[src/rtl/gpdd_pkg.sv]
package gpdd_pkg;

    localparam int FRAC_BITS = 16;
    localparam int DUTY_BITS = 8;
    localparam int MAG_W     = FRAC_BITS + 1;
    localparam int SUM_W     = MAG_W + 1;
    localparam int PROD_W    = 2 * MAG_W;
    localparam int CNT_W     = $clog2(MAG_W + 1);
    localparam int CFG_IDX_W = 3;
    localparam int CFG_DAT_W = 17;

    localparam logic [MAG_W-1:0]     ONE          = {1'b1, {FRAC_BITS{1'b0}}};
    localparam logic [DUTY_BITS-1:0] DUTY_MAX     = {DUTY_BITS{1'b1}};
    localparam logic [15:0]          STICK_CENTER = 16'h8000;
    localparam logic [SUM_W-1:0]     TRIG_FULL    = SUM_W'(1023);

    localparam logic [CFG_IDX_W-1:0] REG_DEAD_BAND   = 3'd0;
    localparam logic [CFG_IDX_W-1:0] REG_EXPO_WEIGHT = 3'd1;
    localparam logic [CFG_IDX_W-1:0] REG_SPEED_SCALE = 3'd2;
    localparam logic [CFG_IDX_W-1:0] REG_MIN_DUTY    = 3'd3;

    localparam logic [14:0]          DEAD_BAND_RST   = 15'd655;
    localparam logic [MAG_W-1:0]     EXPO_WEIGHT_RST = 17'd39322;
    localparam logic [MAG_W-1:0]     SPEED_SCALE_RST = 17'd52429;
    localparam logic [DUTY_BITS-1:0] MIN_DUTY_RST    = 8'd60;

    typedef struct packed {
        logic [14:0]          dead_band;
        logic [MAG_W-1:0]     expo_weight;
        logic [MAG_W-1:0]     speed_scale;
        logic [DUTY_BITS-1:0] min_duty;
    } gpdd_cfg_t;

    typedef struct packed {
        logic [15:0] h;
        logic [15:0] v;
        logic [9:0]  t;
        logic        enabled;
        logic        drive_flip;
        logic        weapon_flip;
    } gpdd_job_t;

    typedef struct packed {
        logic                 weapon_flip;
        logic                 drive_flip;
        logic                 enabled;
        logic [DUTY_BITS-1:0] weapon_rev;
        logic [DUTY_BITS-1:0] weapon_fwd;
        logic [DUTY_BITS-1:0] right_rev;
        logic [DUTY_BITS-1:0] right_fwd;
        logic [DUTY_BITS-1:0] left_rev;
        logic [DUTY_BITS-1:0] left_fwd;
    } gpdd_res_t;

    typedef enum logic [4:0] {
        S_IDLE,
        S_AXIS,
        S_AX_DIV,
        S_AX_SQ,
        S_AX_CUBE,
        S_AX_P1,
        S_AX_P2,
        S_MIX,
        S_NORM_L,
        S_NORM_R,
        S_SPD_L,
        S_SPD_R,
        S_WPN,
        S_DUTY_L,
        S_DUTY_R,
        S_DUTY_W,
        S_DONE
    } gpdd_state_t;

endpackage

[src/rtl/gpdd_mul.sv]
module gpdd_mul (
    input  logic                       clk,
    input  logic                       rst_n,
    input  logic                       start,
    input  logic [gpdd_pkg::MAG_W-1:0] a,
    input  logic [gpdd_pkg::MAG_W-1:0] b,
    output logic                       done,
    output logic [gpdd_pkg::PROD_W-1:0] prod
);
    import gpdd_pkg::*;

    // The upper half accumulates; one multiplier bit is consumed per cycle.
    logic              busy_reg;
    logic              done_reg;
    logic [CNT_W-1:0]  cnt_reg;
    logic [PROD_W:0]   acc_reg;
    logic [PROD_W:0]   acc_next;
    logic [MAG_W-1:0]  a_reg;
    logic [SUM_W-1:0]  hi_sum;

    always_comb
    begin
        hi_sum   = acc_reg[PROD_W:MAG_W] + (acc_reg[0] ? {1'b0, a_reg} : '0);
        acc_next = {1'b0, hi_sum, acc_reg[MAG_W-1:1]};
    end

    always_ff @(posedge clk or negedge rst_n)
    begin
        if (!rst_n)
        begin
            busy_reg <= 1'b0;
            done_reg <= 1'b0;
            cnt_reg  <= '0;
        end
        else
        begin
            done_reg <= 1'b0;
            if (start)
            begin
                busy_reg <= 1'b1;
                cnt_reg  <= '0;
            end
            else if (busy_reg)
            begin
                cnt_reg <= cnt_reg + 1'b1;
                if (cnt_reg == CNT_W'(MAG_W - 1))
                begin
                    busy_reg <= 1'b0;
                    done_reg <= 1'b1;
                end
            end
        end
    end

    always_ff @(posedge clk)
    begin
        if (start)
        begin
            acc_reg <= {{SUM_W{1'b0}}, b};
            a_reg   <= a;
        end
        else if (busy_reg)
        begin
            acc_reg <= acc_next;
        end
    end

    assign done = done_reg;
    assign prod = acc_reg[PROD_W-1:0];

endmodule

[src/rtl/gpdd_div.sv]
module gpdd_div (
    input  logic                        clk,
    input  logic                        rst_n,
    input  logic                        start,
    input  logic [gpdd_pkg::PROD_W-1:0] num,
    input  logic [gpdd_pkg::SUM_W-1:0]  den,
    output logic                        done,
    output logic [gpdd_pkg::MAG_W-1:0]  quo
);
    import gpdd_pkg::*;

    // Restoring division, one quotient bit per cycle. The quotient always fits
    // in MAG_W bits, so the upper numerator bits seed the remainder directly.
    logic              busy_reg;
    logic              done_reg;
    logic [CNT_W-1:0]  cnt_reg;
    logic [SUM_W-1:0]  rem_reg;
    logic [SUM_W-1:0]  rem_next;
    logic [MAG_W-1:0]  q_reg;
    logic [MAG_W-1:0]  q_next;
    logic [SUM_W-1:0]  den_reg;
    logic [SUM_W:0]    trial;
    logic              ge;

    always_comb
    begin
        trial    = {rem_reg, q_reg[MAG_W-1]};
        ge       = trial >= {1'b0, den_reg};
        rem_next = ge ? SUM_W'(trial - {1'b0, den_reg}) : trial[SUM_W-1:0];
        q_next   = {q_reg[MAG_W-2:0], ge};
    end

    always_ff @(posedge clk or negedge rst_n)
    begin
        if (!rst_n)
        begin
            busy_reg <= 1'b0;
            done_reg <= 1'b0;
            cnt_reg  <= '0;
        end
        else
        begin
            done_reg <= 1'b0;
            if (start)
            begin
                busy_reg <= 1'b1;
                cnt_reg  <= '0;
            end
            else if (busy_reg)
            begin
                cnt_reg <= cnt_reg + 1'b1;
                if (cnt_reg == CNT_W'(MAG_W - 1))
                begin
                    busy_reg <= 1'b0;
                    done_reg <= 1'b1;
                end
            end
        end
    end

    always_ff @(posedge clk)
    begin
        if (start)
        begin
            rem_reg <= {1'b0, num[PROD_W-1:MAG_W]};
            q_reg   <= num[MAG_W-1:0];
            den_reg <= den;
        end
        else if (busy_reg)
        begin
            rem_reg <= rem_next;
            q_reg   <= q_next;
        end
    end

    assign done = done_reg;
    assign quo  = q_reg;

endmodule

[src/rtl/gpdd_seq.sv]
module gpdd_seq (
    input  logic                 clk,
    input  logic                 rst_n,
    input  logic                 start,
    input  gpdd_pkg::gpdd_job_t  job,
    input  gpdd_pkg::gpdd_cfg_t  cfg,
    output logic                 idle,
    output logic                 res_valid,
    input  logic                 res_ack,
    output gpdd_pkg::gpdd_res_t  res
);
    import gpdd_pkg::*;

    gpdd_state_t state_reg, state_next;
    logic        wait_reg, wait_next;
    logic        axis_y_reg, axis_y_next;
    gpdd_job_t   job_reg, job_next;
    gpdd_res_t   res_reg, res_next;
    logic [MAG_W-1:0]  xm_reg, xm_next, ym_reg, ym_next;
    logic [MAG_W-1:0]  r_reg, r_next, tmp_reg, tmp_next, wm_reg, wm_next;
    logic [PROD_W-1:0] p1_reg, p1_next;
    logic [SUM_W-1:0]  lm_reg, lm_next, rm_reg, rm_next, mx_reg, mx_next;
    logic              lneg_reg, lneg_next, rneg_reg, rneg_next;

    logic              mul_start, mul_done, div_start, div_done;
    logic [MAG_W-1:0]  mul_a, mul_b, div_quo;
    logic [PROD_W-1:0] mul_prod, div_num;
    logic [SUM_W-1:0]  div_den;

    logic [15:0]       h_offs, v_offs;
    logic              x_neg, y_neg, below;
    logic [MAG_W-1:0]  mag, dz, one_minus_w, e_val, prod_hi, duty_mag;
    logic [PROD_W-1:0] e_sum;
    logic signed [SUM_W:0] xs, ys, l_sum, r_sum;
    logic [SUM_W-1:0]  l_abs, r_abs;
    logic [DUTY_BITS-1:0] duty_span, pwm, duty_fwd, duty_rev;
    logic              duty_neg;

    gpdd_mul u_mul (
        .clk   (clk),
        .rst_n (rst_n),
        .start (mul_start),
        .a     (mul_a),
        .b     (mul_b),
        .done  (mul_done),
        .prod  (mul_prod)
    );

    gpdd_div u_div (
        .clk   (clk),
        .rst_n (rst_n),
        .start (div_start),
        .num   (div_num),
        .den   (div_den),
        .done  (div_done),
        .quo   (div_quo)
    );

    assign x_neg  = ~job_reg.h[15];
    assign h_offs = x_neg ? (STICK_CENTER - job_reg.h) : (job_reg.h - STICK_CENTER);
    assign y_neg  = job_reg.v[15] & (|job_reg.v[14:0]);
    assign v_offs = y_neg ? (job_reg.v - STICK_CENTER) : (STICK_CENTER - job_reg.v);
    assign mag    = {(axis_y_reg ? v_offs : h_offs), 1'b0};
    assign dz     = {2'b00, cfg.dead_band};
    assign below  = mag < dz;
    assign one_minus_w = ONE - cfg.expo_weight;

    assign prod_hi = mul_prod[FRAC_BITS+MAG_W-1:FRAC_BITS];
    assign e_sum   = p1_reg + mul_prod;
    assign e_val   = e_sum[FRAC_BITS+MAG_W-1:FRAC_BITS];

    assign xs    = x_neg ? -$signed({2'b00, xm_reg}) : $signed({2'b00, xm_reg});
    assign ys    = y_neg ? -$signed({2'b00, ym_reg}) : $signed({2'b00, ym_reg});
    assign l_sum = ys + xs;
    assign r_sum = ys - xs;
    assign l_abs = l_sum[SUM_W] ? SUM_W'(-l_sum) : l_sum[SUM_W-1:0];
    assign r_abs = r_sum[SUM_W] ? SUM_W'(-r_sum) : r_sum[SUM_W-1:0];

    assign duty_span = DUTY_MAX - cfg.min_duty;
    assign pwm       = prod_hi[DUTY_BITS-1:0] + cfg.min_duty;

    always_comb
    begin
        case (state_reg)
            S_DUTY_L:
            begin
                duty_mag = lm_reg[MAG_W-1:0];
                duty_neg = lneg_reg ^ job_reg.drive_flip;
            end
            S_DUTY_R:
            begin
                duty_mag = rm_reg[MAG_W-1:0];
                duty_neg = rneg_reg ^ job_reg.drive_flip;
            end
            default:
            begin
                duty_mag = wm_reg;
                duty_neg = job_reg.weapon_flip;
            end
        endcase
        duty_fwd = (duty_mag != '0 && !duty_neg) ? pwm : '0;
        duty_rev = (duty_mag != '0 && duty_neg) ? pwm : '0;
    end

    always_comb
    begin
        state_next  = state_reg;
        wait_next   = wait_reg;
        axis_y_next = axis_y_reg;
        job_next    = job_reg;
        res_next    = res_reg;
        xm_next     = xm_reg;
        ym_next     = ym_reg;
        r_next      = r_reg;
        tmp_next    = tmp_reg;
        wm_next     = wm_reg;
        p1_next     = p1_reg;
        lm_next     = lm_reg;
        rm_next     = rm_reg;
        mx_next     = mx_reg;
        lneg_next   = lneg_reg;
        rneg_next   = rneg_reg;
        mul_start   = 1'b0;
        div_start   = 1'b0;
        mul_a       = '0;
        mul_b       = '0;
        div_num     = '0;
        div_den     = TRIG_FULL;

        case (state_reg)
            S_IDLE:
            begin
                if (start)
                begin
                    job_next             = job;
                    res_next             = '0;
                    res_next.enabled     = job.enabled;
                    res_next.drive_flip  = job.drive_flip;
                    res_next.weapon_flip = job.weapon_flip;
                    axis_y_next          = 1'b0;
                    state_next           = job.enabled ? S_AXIS : S_DONE;
                end
            end
            S_AXIS:
            begin
                if (below)
                begin
                    if (axis_y_reg)
                    begin
                        ym_next    = '0;
                        state_next = S_MIX;
                    end
                    else
                    begin
                        xm_next     = '0;
                        axis_y_next = 1'b1;
                    end
                end
                else
                begin
                    state_next = S_AX_DIV;
                end
            end
            S_AX_DIV:
            begin
                div_num = {1'b0, mag - dz, {FRAC_BITS{1'b0}}};
                div_den = {1'b0, ONE} - {3'b000, cfg.dead_band};
                if (!wait_reg)
                begin
                    div_start = 1'b1;
                    wait_next = 1'b1;
                end
                else if (div_done)
                begin
                    r_next     = div_quo;
                    wait_next  = 1'b0;
                    state_next = S_AX_SQ;
                end
            end
            S_AX_SQ, S_AX_CUBE, S_AX_P1, S_AX_P2, S_SPD_L, S_SPD_R,
            S_DUTY_L, S_DUTY_R, S_DUTY_W:
            begin
                case (state_reg)
                    S_AX_SQ:
                    begin
                        mul_a = r_reg;
                        mul_b = r_reg;
                    end
                    S_AX_CUBE:
                    begin
                        mul_a = tmp_reg;
                        mul_b = r_reg;
                    end
                    S_AX_P1:
                    begin
                        mul_a = one_minus_w;
                        mul_b = r_reg;
                    end
                    S_AX_P2:
                    begin
                        mul_a = cfg.expo_weight;
                        mul_b = tmp_reg;
                    end
                    S_SPD_L:
                    begin
                        mul_a = lm_reg[MAG_W-1:0];
                        mul_b = cfg.speed_scale;
                    end
                    S_SPD_R:
                    begin
                        mul_a = rm_reg[MAG_W-1:0];
                        mul_b = cfg.speed_scale;
                    end
                    default:
                    begin
                        mul_a = {{(MAG_W-DUTY_BITS){1'b0}}, duty_span};
                        mul_b = duty_mag;
                    end
                endcase
                if (!wait_reg)
                begin
                    mul_start = 1'b1;
                    wait_next = 1'b1;
                end
                else if (mul_done)
                begin
                    wait_next = 1'b0;
                    case (state_reg)
                        S_AX_SQ:
                        begin
                            tmp_next   = prod_hi;
                            state_next = S_AX_CUBE;
                        end
                        S_AX_CUBE:
                        begin
                            tmp_next   = prod_hi;
                            state_next = S_AX_P1;
                        end
                        S_AX_P1:
                        begin
                            p1_next    = mul_prod;
                            state_next = S_AX_P2;
                        end
                        S_AX_P2:
                        begin
                            if (axis_y_reg)
                            begin
                                ym_next    = e_val;
                                state_next = S_MIX;
                            end
                            else
                            begin
                                xm_next     = e_val;
                                axis_y_next = 1'b1;
                                state_next  = S_AXIS;
                            end
                        end
                        S_SPD_L:
                        begin
                            lm_next    = {1'b0, prod_hi};
                            state_next = S_SPD_R;
                        end
                        S_SPD_R:
                        begin
                            rm_next    = {1'b0, prod_hi};
                            state_next = S_WPN;
                        end
                        S_DUTY_L:
                        begin
                            res_next.left_fwd = duty_fwd;
                            res_next.left_rev = duty_rev;
                            state_next        = S_DUTY_R;
                        end
                        S_DUTY_R:
                        begin
                            res_next.right_fwd = duty_fwd;
                            res_next.right_rev = duty_rev;
                            state_next         = S_DUTY_W;
                        end
                        default:
                        begin
                            res_next.weapon_fwd = duty_fwd;
                            res_next.weapon_rev = duty_rev;
                            state_next          = S_DONE;
                        end
                    endcase
                end
            end
            S_MIX:
            begin
                lm_next    = l_abs;
                rm_next    = r_abs;
                lneg_next  = l_sum[SUM_W];
                rneg_next  = r_sum[SUM_W];
                mx_next    = (l_abs > r_abs) ? l_abs : r_abs;
                state_next = ((l_abs > r_abs ? l_abs : r_abs) > {1'b0, ONE}) ? S_NORM_L
                                                                              : S_SPD_L;
            end
            S_NORM_L, S_NORM_R, S_WPN:
            begin
                case (state_reg)
                    S_NORM_L:
                    begin
                        div_num = {lm_reg, {FRAC_BITS{1'b0}}};
                        div_den = mx_reg;
                    end
                    S_NORM_R:
                    begin
                        div_num = {rm_reg, {FRAC_BITS{1'b0}}};
                        div_den = mx_reg;
                    end
                    default:
                    begin
                        div_num = {{(PROD_W-FRAC_BITS-10){1'b0}}, job_reg.t,
                                   {FRAC_BITS{1'b0}}};
                        div_den = TRIG_FULL;
                    end
                endcase
                if (!wait_reg)
                begin
                    div_start = 1'b1;
                    wait_next = 1'b1;
                end
                else if (div_done)
                begin
                    wait_next = 1'b0;
                    case (state_reg)
                        S_NORM_L:
                        begin
                            lm_next    = {1'b0, div_quo};
                            state_next = S_NORM_R;
                        end
                        S_NORM_R:
                        begin
                            rm_next    = {1'b0, div_quo};
                            state_next = S_SPD_L;
                        end
                        default:
                        begin
                            wm_next    = div_quo;
                            state_next = S_DUTY_L;
                        end
                    endcase
                end
            end
            S_DONE:
            begin
                if (res_ack)
                begin
                    state_next = S_IDLE;
                end
            end
            default:
            begin
                state_next = S_IDLE;
            end
        endcase
    end

    always_ff @(posedge clk or negedge rst_n)
    begin
        if (!rst_n)
        begin
            state_reg <= S_IDLE;
            wait_reg  <= 1'b0;
        end
        else
        begin
            state_reg <= state_next;
            wait_reg  <= wait_next;
        end
    end

    always_ff @(posedge clk)
    begin
        axis_y_reg <= axis_y_next;
        job_reg    <= job_next;
        res_reg    <= res_next;
        xm_reg     <= xm_next;
        ym_reg     <= ym_next;
        r_reg      <= r_next;
        tmp_reg    <= tmp_next;
        wm_reg     <= wm_next;
        p1_reg     <= p1_next;
        lm_reg     <= lm_next;
        rm_reg     <= rm_next;
        mx_reg     <= mx_next;
        lneg_reg   <= lneg_next;
        rneg_reg   <= rneg_next;
    end

    assign idle      = (state_reg == S_IDLE);
    assign res_valid = (state_reg == S_DONE);
    assign res       = res_reg;

endmodule

[src/rtl/gamepad_to_differential_drive.sv]
// Each gamepad request yields one result holding six 8-bit duties and three
// status flags. With the robot enabled a request is worked through by one
// shared bit-serial multiplier and one bit-serial divider, with up to
// eighteen operations run in turn; two of these are divisions that run only
// when the mixed speeds must be normalized. While disabled a request finishes
// with all duties zero. A new request is taken as soon as the sequencer is
// free, even while the previous result still waits on the output.
module gamepad_to_differential_drive (
    input  logic                           clk,
    input  logic                           rst_n,
    input  logic                           s_axis_tvalid,
    output logic                           s_axis_tready,
    // stick_horizontal, stick_vertical, trigger_level, bumper_left,
    // bumper_right, start_button, select_button, zero fill
    input  logic [47:0]                    s_axis_tdata,
    output logic                           m_axis_tvalid,
    input  logic                           m_axis_tready,
    // left_fwd_duty, left_rev_duty, right_fwd_duty, right_rev_duty,
    // weapon_fwd_duty, weapon_rev_duty, is_enabled, drive_flipped,
    // weapon_flipped, zero fill
    output logic [55:0]                    m_axis_tdata,
    input  logic                           cfg_valid,
    output logic                           cfg_ready,
    input  logic [gpdd_pkg::CFG_IDX_W-1:0] cfg_index,
    input  logic [gpdd_pkg::CFG_DAT_W-1:0] cfg_data
);
    import gpdd_pkg::*;

    gpdd_cfg_t cfg_reg;
    logic      enabled_reg, pending_reg, drive_rev_reg, weapon_rev_reg;
    logic      start_last_reg, select_last_reg;
    logic      enabled_next, pending_next, drive_rev_next, weapon_rev_next;
    logic      out_valid_reg, out_valid_next;
    gpdd_res_t out_res_reg;
    gpdd_res_t seq_res;
    gpdd_job_t job;
    logic      seq_idle, seq_valid, take, in_acc;
    logic      lb, rb, st, se;
    logic [CFG_DAT_W-1:0] sat_data;

    assign lb     = s_axis_tdata[42];
    assign rb     = s_axis_tdata[43];
    assign st     = s_axis_tdata[44];
    assign se     = s_axis_tdata[45];
    assign in_acc = s_axis_tvalid & s_axis_tready;

    always_comb
    begin
        pending_next    = pending_reg | (lb & rb);
        enabled_next    = enabled_reg;
        if (pending_next && !lb && !rb)
        begin
            enabled_next = ~enabled_reg;
            pending_next = 1'b0;
        end
        drive_rev_next  = drive_rev_reg ^ (st & ~start_last_reg);
        weapon_rev_next = weapon_rev_reg ^ (se & ~select_last_reg);
    end

    assign job.h           = s_axis_tdata[15:0];
    assign job.v           = s_axis_tdata[31:16];
    assign job.t           = s_axis_tdata[41:32];
    assign job.enabled     = enabled_next;
    assign job.drive_flip  = drive_rev_next;
    assign job.weapon_flip = weapon_rev_next;

    always_ff @(posedge clk or negedge rst_n)
    begin
        if (!rst_n)
        begin
            enabled_reg     <= 1'b0;
            pending_reg     <= 1'b0;
            drive_rev_reg   <= 1'b0;
            weapon_rev_reg  <= 1'b0;
            start_last_reg  <= 1'b0;
            select_last_reg <= 1'b0;
        end
        else if (in_acc)
        begin
            enabled_reg     <= enabled_next;
            pending_reg     <= pending_next;
            drive_rev_reg   <= drive_rev_next;
            weapon_rev_reg  <= weapon_rev_next;
            start_last_reg  <= st;
            select_last_reg <= se;
        end
    end

    // Weights above one saturate to one when written.
    assign sat_data  = (cfg_data > ONE) ? ONE : cfg_data;
    assign cfg_ready = 1'b1;

    always_ff @(posedge clk or negedge rst_n)
    begin
        if (!rst_n)
        begin
            cfg_reg.dead_band   <= DEAD_BAND_RST;
            cfg_reg.expo_weight <= EXPO_WEIGHT_RST;
            cfg_reg.speed_scale <= SPEED_SCALE_RST;
            cfg_reg.min_duty    <= MIN_DUTY_RST;
        end
        else if (cfg_valid && cfg_ready)
        begin
            case (cfg_index)
                REG_DEAD_BAND:   cfg_reg.dead_band   <= cfg_data[14:0];
                REG_EXPO_WEIGHT: cfg_reg.expo_weight <= sat_data;
                REG_SPEED_SCALE: cfg_reg.speed_scale <= sat_data;
                REG_MIN_DUTY:    cfg_reg.min_duty    <= cfg_data[DUTY_BITS-1:0];
                default:         ;
            endcase
        end
    end

    gpdd_seq u_seq (
        .clk       (clk),
        .rst_n     (rst_n),
        .start     (in_acc),
        .job       (job),
        .cfg       (cfg_reg),
        .idle      (seq_idle),
        .res_valid (seq_valid),
        .res_ack   (take),
        .res       (seq_res)
    );

    assign s_axis_tready  = seq_idle;
    assign take           = seq_valid & (~out_valid_reg | m_axis_tready);
    assign out_valid_next = take | (out_valid_reg & ~m_axis_tready);

    always_ff @(posedge clk or negedge rst_n)
    begin
        if (!rst_n)
        begin
            out_valid_reg <= 1'b0;
        end
        else
        begin
            out_valid_reg <= out_valid_next;
        end
    end

    always_ff @(posedge clk)
    begin
        if (take)
        begin
            out_res_reg <= seq_res;
        end
    end

    assign m_axis_tvalid = out_valid_reg;
    assign m_axis_tdata  = {5'b0, out_res_reg};

`ifndef NO_ASSERTIONS
    a_busy_after_request: assert property (@(posedge clk) disable iff (!rst_n)
        in_acc |=> !s_axis_tready)
        else $error("sequencer took a request but stayed idle");

    a_result_held: assert property (@(posedge clk) disable iff (!rst_n)
        seq_valid && !take |=> seq_valid)
        else $error("finished result dropped before it was taken");

    a_disabled_zero: assert property (@(posedge clk) disable iff (!rst_n)
        m_axis_tvalid && !m_axis_tdata[48] |-> m_axis_tdata[47:0] == 48'd0)
        else $error("nonzero duty while disabled");

    a_one_pin_driven: assert property (@(posedge clk) disable iff (!rst_n)
        m_axis_tvalid |-> (m_axis_tdata[7:0] == 8'd0 || m_axis_tdata[15:8] == 8'd0))
        else $error("both left motor pins driven");
`endif

endmodule
[config.mk]
export PLATFORM = sky130hd
export DESIGN_NAME = gamepad_to_differential_drive
export DESIGN_NICKNAME = d
export VERILOG_FILES = /design/src/rtl/gpdd_pkg.sv /design/src/rtl/gpdd_mul.sv /design/src/rtl/gpdd_div.sv /design/src/rtl/gpdd_seq.sv /design/src/rtl/gamepad_to_differential_drive.sv
export SDC_FILE = /design/constraint.sdc
export NUM_CORES = 1
export LEC_CHECK = 0
export BUFFER_PORTS_ARGS = -buffer_cell sky130_fd_sc_hd__buf_4
export CAP_MARGIN = 20
export CORE_ASPECT_RATIO = 0.9
export CORE_UTILIZATION = 55
export CTS_BUF_LIST = sky130_fd_sc_hd__clkbuf_4 sky130_fd_sc_hd__clkbuf_8 sky130_fd_sc_hd__clkbuf_16
export DETAILED_ROUTE_END_ITERATION = 12
export PLACE_DENSITY = 0.82
export SKIP_CTS_REPAIR_TIMING = 1
export SKIP_LAST_GASP = 1
export SYNTH_ARGS = -nofsm -noshare
export SYNTH_HDL_FRONTEND = slang
export SYNTH_SLANG_ARGS = --single-unit
[constraint.sdc]
create_clock -name clk -period 10.04 [get_ports clk]
set_input_delay 0.502 -clock clk [delete_from_list [all_inputs] [get_ports clk]]
set_output_delay 0.502 -clock clk [all_outputs]
set_load 0.05 [all_outputs]
* Yosys cells after proc, flatten, opt, wreduce, memory -nomap -nowiden
Index checks and enable logic that the tools add are counted.
W data, S select, Z words.
** Storage, ports and cells
- Word-level logic and storage cells :: 302
- Output and inout port bits :: 59
- Bits of input ports :: 73
- Flip-flop bits (word level) :: 507
** Operators by class
- Magnitude comparators :: 5
- Muxes and demuxes :: 111
- Bitwise operators :: 20
- $add $sub $neg :: 20
- Reductions and logical operators :: 44
- Eq/ne operators :: 43
** Operator list (count)
- $mux W17 :: 21
- $mux W18 :: 17
- $mux W48 :: 3
- $pmux W34 S2 :: 2
- $pmux W18 S3 :: 2
- $pmux W17 S2 :: 3
- $pmux W17 S6 :: 1
- $mux W16 :: 6
- $pmux W48 S2 :: 1
- $mux W5 :: 15
- $pmux W17 S3 :: 1
- $eq A5 B4 Y1 const B :: 8
- $pmux W5 S8 :: 1
- $mux W19 :: 2
- $neg A17 Y19 :: 2
- $neg A18 Y18 :: 2
- $pmux W18 S2 :: 1
- $pmux W5 S7 :: 1
- $add A33 B33 Y33 :: 1
- $sub A16 B16 Y16 const A :: 2
- $sub A16 B16 Y16 const B :: 2
- $ne A2 B1 Y1 const B :: 15
- $reduce_and A7 Y1 :: 4
- $mux W1 :: 26
- 52 further kinds :: 104

* Logic depth before layout (Yosys ltp)
- Depth in word-level cells :: 11
- Gate-level depth with buffers :: 36
- Depth with buffers taken out :: 32

* Hierarchy
A second synthesis with hierarchy kept.
** Second synthesis, totals
- Cells, all modules :: 2777
- Area, all modules :: 29871.1 um^2
** By module, submodules not included
- gpdd_seq :: sequential area each 8197.9 um^2, times used 1, area an instance 18811.8 um^2, cells an instance 1922
- gamepad_to_differential_drive :: sequential area each 3166.8 um^2, times used 1, area an instance 4374.2 um^2, cells an instance 258
- gpdd_div :: sequential area each 1756.7 um^2, times used 1, area an instance 3648.5 um^2, cells an instance 326
- gpdd_mul :: sequential area each 1536.5 um^2, times used 1, area an instance 3036.7 um^2, cells an instance 271

* Least setup slack after synthesis
Ideal clock, no wire load.
- Kind :: register -> register
- From :: reg u_seq.job_reg[20] (netlist name)
- To :: reg u_seq.mx_reg[15], data pin
- Stages on the path, launching flop included :: 33
- Setup time :: 0.267 ns
- Slack :: 2.391 ns
- Arrival :: 7.382 ns
- Required time :: 9.773 ns
- Period minus slack after synthesis :: 7.649 ns
- Buffers on the path :: 5
- Path through :: edfxtp_1 > or4_4 > or3_4 > o41ai_4 > buf_6 > clkbuf_1 > nor2_1 > xor2_1 > ha_1 > buf_2 > o21bai_1 > a2111oi_0 > nor4_1 > o21a_1 > a311o_1 > mux2i_1 > nor2_2 > inv_2 > and3_1 > or2_2 > ha_1 > nand3_1 > o21bai_1 > a21oi_1 > a211o_1 > a221o_1 > a211oi_1 > nor2_1 > o21ai_0 > maj3_2 > buf_6 > clkbuf_1 > a21oi_1
** Between the ends
- Elaborated cells between the ends (all ways) :: 11
- Classes of those cells :: add/sub: 4; order compare: 1; mux: 4; bitwise: 1; reduce/logical: 1
** RTL lines
- start: declaration :: RTL line gpdd_seq.sv:17 : gpdd_job_t job_reg, job_next;
- start signal: assignment :: RTL line gpdd_seq.sv:377 : job_reg <= job_next;
- $reduce_or A15 Y1 * :: RTL line gpdd_seq.sv:61 : assign y_neg = job_reg.v[15] & (|job_reg.v[14:0]);
- $and A1 B1 Y1 * :: RTL line gpdd_seq.sv:61
- $mux W19 * :: RTL line gpdd_seq.sv:73 : assign ys = y_neg ? -$signed({2'b00, ym_reg}) : $signed({2'b00, ym_reg});
- $sub A19 B19 Y19 * :: RTL line gpdd_seq.sv:75 : assign r_sum = ys - xs;
- via u_seq.r_sum[18] :: RTL line gpdd_seq.sv:34 : logic signed [SUM_W:0] xs, ys, l_sum, r_sum;
- $mux W18 * :: RTL line gpdd_seq.sv:77 : assign r_abs = r_sum[SUM_W] ? SUM_W'(-r_sum) : r_sum[SUM_W-1:0];
- $gt A18 B18 Y1 :: RTL line gpdd_seq.sv:295 : mx_next = (l_abs > r_abs) ? l_abs : r_abs;
- $mux W18 * :: RTL line gpdd_seq.sv:295
- end signal: assignment :: RTL line gpdd_seq.sv:387 : mx_reg <= mx_next;
- end: declaration :: RTL line gpdd_seq.sv:22 : logic [SUM_W-1:0] lm_reg, lm_next, rm_reg, rm_next, mx_reg, mx_next;
The timed path passes the listed nets; every way through them passes the cells marked *.
A chain may end at the register's enable or synchronous reset.

* Worst setup path in the final report
- From :: reg u_seq.job_reg[20] (netlist name)
- To :: reg u_seq.state_reg[1]
** Between the ends
- Elaborated cells between the ends (all ways) :: 22
- Classes of those cells :: add/sub: 6; order compare: 3; eq/ne: 1; mux: 9; bitwise: 1; reduce/logical: 2
** RTL lines
- $reduce_or A15 Y1 * :: RTL line gpdd_seq.sv:61
- $and A1 B1 Y1 * :: RTL line gpdd_seq.sv:61
- $mux W19 * :: RTL line gpdd_seq.sv:73
- $sub A19 B19 Y19 * :: RTL line gpdd_seq.sv:75
- via u_seq.r_sum[18] :: RTL line gpdd_seq.sv:34
- $mux W18 * :: RTL line gpdd_seq.sv:77
- $gt A18 B18 Y1 :: RTL line gpdd_seq.sv:296 : state_next = ((l_abs > r_abs ? l_abs : r_abs) > {1'b0, ONE}) ? S_NORM_L
- $mux W18 * :: RTL line gpdd_seq.sv:296
- $gt A18 B17 Y1 * :: RTL line gpdd_seq.sv:296
- $mux W2 * :: RTL line gpdd_seq.sv:296
- $pmux W5 S7 * :: RTL line gpdd_seq.sv:130 : case (state_reg)
- end signal: assignment :: RTL line gpdd_seq.sv:369 : state_reg <= state_next;
- end: declaration :: RTL line gpdd_seq.sv:14 : gpdd_state_t state_reg, state_next;
Marked as above.

==> qor.yml <==
synth:
  synthCells: 2805
  synthFlopType: "edfxtp_1"
  synth_area_um2: 29000
  seq_area_frac_synth: 0.505
  yosys_register_bits: 507
  synth_warnings: 0
  yosysMostFrequentCell: "edfxtp_1"
  synth_edf_count: 405
  synthTopCellsByCount: "edfxtp_1, nor2_1, nand2_1"
  ys_types: 99
  synth-async-reset-ratio: 0.166
  netlist.area_leader.share: 0.419
  synth_top_cell_by_area: "edfxtp_1"
  synth.area.top_cells: "edfxtp_1, ha_1, dfrtp_1"
  syn-mean-instance-area_um2: 10.4
floorplanning:
  die_area_um2: 53700
  core_area_um2: 51900
  start_util: 0.560
  boundaryPins: 132
  die_h_um: 220
  rows: 79
  die_width_um: 244
power_and_ir_drop:
  p_int_mw: 5.19
  power_switching_mw: 3.15
  cellPowerDensity_nw_per_um2: 256
  clkPwrFrac: 0.246
  p_leak_nw: 12.8
  peakVddDrop_uv: 174
  seqPwrFrac: 0.380
  switching_share: 0.378
  p_comb_frac: 0.374
timing:
  fin_crit_ps: 8980
  fmax_ghz: 0.111
  finalHoldViolCount: 0
  fin_tns_setup_ps: 0
  maxSlewViolCount: 0
  relSlewSlack: 0.299
  setup_viol: 0
  rsz0062_at_grt: "no"
  worst_pin_slew_ps: 1050
  clock-skew-final_ps: 46.6
  finalCritPeriodShare: 0.894
clock_network:
  cts_root_buffer: "clkbuf_16"
  cts.sinks: 507
  cts-buffers-inserted: 51
  cts_tree: "done"
  cts.path.max_buffers: 3
  clkTransAtPathRegs_ps: 60
  h-tree-depth: 2
  insertion_delay_ps: 630
setup_path:
  crit_type: "register to register"
  cp.required_ps: 10510
  arrival_ps: 9450
  crit_path_end_kind: "register"
  worstSetupStartpointType: "register"
  critPathTopFamily: "compound AO/OA/AOI/OAI gates"
  crit_path_max_fanout: 28
  critPathBufInv: 2
  cpMaxStageDelayCell: "a2111oi_0"
  slowest_delay_ps: 840
global_routing:
  grt_pass1_vias: 21900
  grt_pass1_wl_um: 130000
  grt_use_total: 0.319
  antenna_found_initial: 2
  grt_max_degree: 68
  grt_overflow: 0
layout:
  largest_reg_flops: 57
  layout-drive-gt1-share: 0.119
  final_cell_count_no_fill: 3637
  num_antenna_cells: 0
  area_delta_synth_final_pct: 12.1
  post-route-util: 0.627
  finalNetCount: 3138
worst_hold_path:
  hp-class: "input port to register"
placed_design:
  gp_congestion: 0.999
  port_buffers: 123
  place_inst: 3540
  dp.final_hpwl_um: 64400
route:
  drc_errors: 0
  vias: 23300
  wire_per_inst_um: 23.9
  antenna_left: 0
  routed_via_density: 6.40
  wl_um: 87000
  initialDrtViolationCount: 2912
  dr.pass1.iters: 7
job:
  cap_violations: 0
status:
  outcome: "finished, final reports clean"
-- area by class of cell --
| type | instances | area (um2) |
|---|---|---|
| repair buffers | 165 | 1270 |
| inverters | 149 | 559 |
| well taps | 688 | 861 |
| clock buffers | 66 | 1410 |
| fillers | 4022 | 19300 |
| flip-flops and latches | 507 | 14700 |
| clock inverters | 28 | 398 |
| multi-input cells | 2034 | 13400 |
-- cells in the final DEF, fill, tap and decap left out, types with 13 or more instances in the layout --
master,instances
a21oi_1,157
o21ai_0,180
nand2b_1,32
mux2_2,21
nor4_1,31
a21o_1,34
dfxtp_1,18
nor2b_1,18
edfxtp_1,405
inv_1,145
a31oi_1,36
a222oi_1,29
o22ai_1,13
buf_4,161
dfrtp_1,57
a21boi_0,13
nand3_1,50
and2_1,40
nand4_1,19
xnor2_1,93
and3_1,24
or3_1,24
o31ai_1,17
clkbuf_16,51
o21bai_1,13
or2_2,20
mux2i_1,37
ha_1,151
nor2_1,266
xor2_1,90
nand2_1,260
a211oi_1,21
dfstp_2,27
o211ai_1,19
o21a_1,17
nor3_1,73
a22oi_1,66
-- power groups by stage --
stage	combinational [mW]	sequential [mW]	clock, mW
2_1_floorplan	2.21	3.01	0
3_5_place_dp	3.02	3.20	0
5_1_grt	3.40	3.19	2.13
6_report	3.12	3.17	2.05
3_3_place_gp	2.90	3.18	0
4_1_cts	3.06	3.16	2.06
-- final timing paths --
check,start,end,slack [ps],cells after the start
max,u_seq.job_reg[20]$_DFFE_PP_,u_seq.state_reg[1]$_DFFE_PN0P_,1060,31
min,s_axis_tdata[34],u_seq.job_reg[5]$_DFFE_PP_,50,1
max reg2reg,u_seq.job_reg[20]$_DFFE_PP_,u_seq.state_reg[1]$_DFFE_PN0P_,1060,31
min reg2reg,u_seq.res[39]$_SDFFCE_PP0P_,m_axis_tdata[39]$_DFFE_PP_,420,0
max in group asynchronous,rst_n,u_seq.u_mul.done$_DFF_PN0_,8470,3
min in group asynchronous,rst_n,cfg_reg[55]$_DFFE_PN0P_,360,2
-- metrics by stage --
step / power (mW) / setup WS [ps] / hold WS [ps] / area (um2)
final: 8.34 / 1060 / 51.1 / 32600
after global routing: 8.73 / 523 / 39.2 / 32600
after CTS: 8.28 / 1230 / -206 / 32500
after detailed placement: 6.22 / 1280 / 405 / 30700
after global placement: 6.08 / 1460 / 403 / 30700
after floorplan: 5.22 / 2390 / 206 / 29100
-- kinds of logic after synthesis --
logic type,count (synthesis),synth area share
DFF,507,0.505
adders and majority gates,158,0.0696
buffers and inverters,268,0.0361
other,2,0.000259
muxes,58,0.0209
xor gates and xnor gates,184,0.0560
and+or+nand+nor,915,0.150
AOI/OAI and AO/OA,713,0.162
-- layer usage --
metal | vias up | track usage | share of wire
li1 | 10600 | - | -
met4 | 0 | 0.145 | 0.044
met1 | 11200 | 0.427 | 0.40
met3 | 221 | 0.0518 | 0.099
met5 | - | 0 | 0
met2 | 1285 | 0.512 | 0.46
-- worst register-to-register path, delay by kind of cell, from the launching register on --
kind,cells,cell delay (ps)
muxes,1,240
and+or+nand+nor,12,2930
adders and majority gates,3,1420
DFF,1,470
buffers and inverters,2,380
xor gates and xnor gates,1,90
AOI/OAI and AO/OA,12,3340
(Power assumes the default switching activity.)
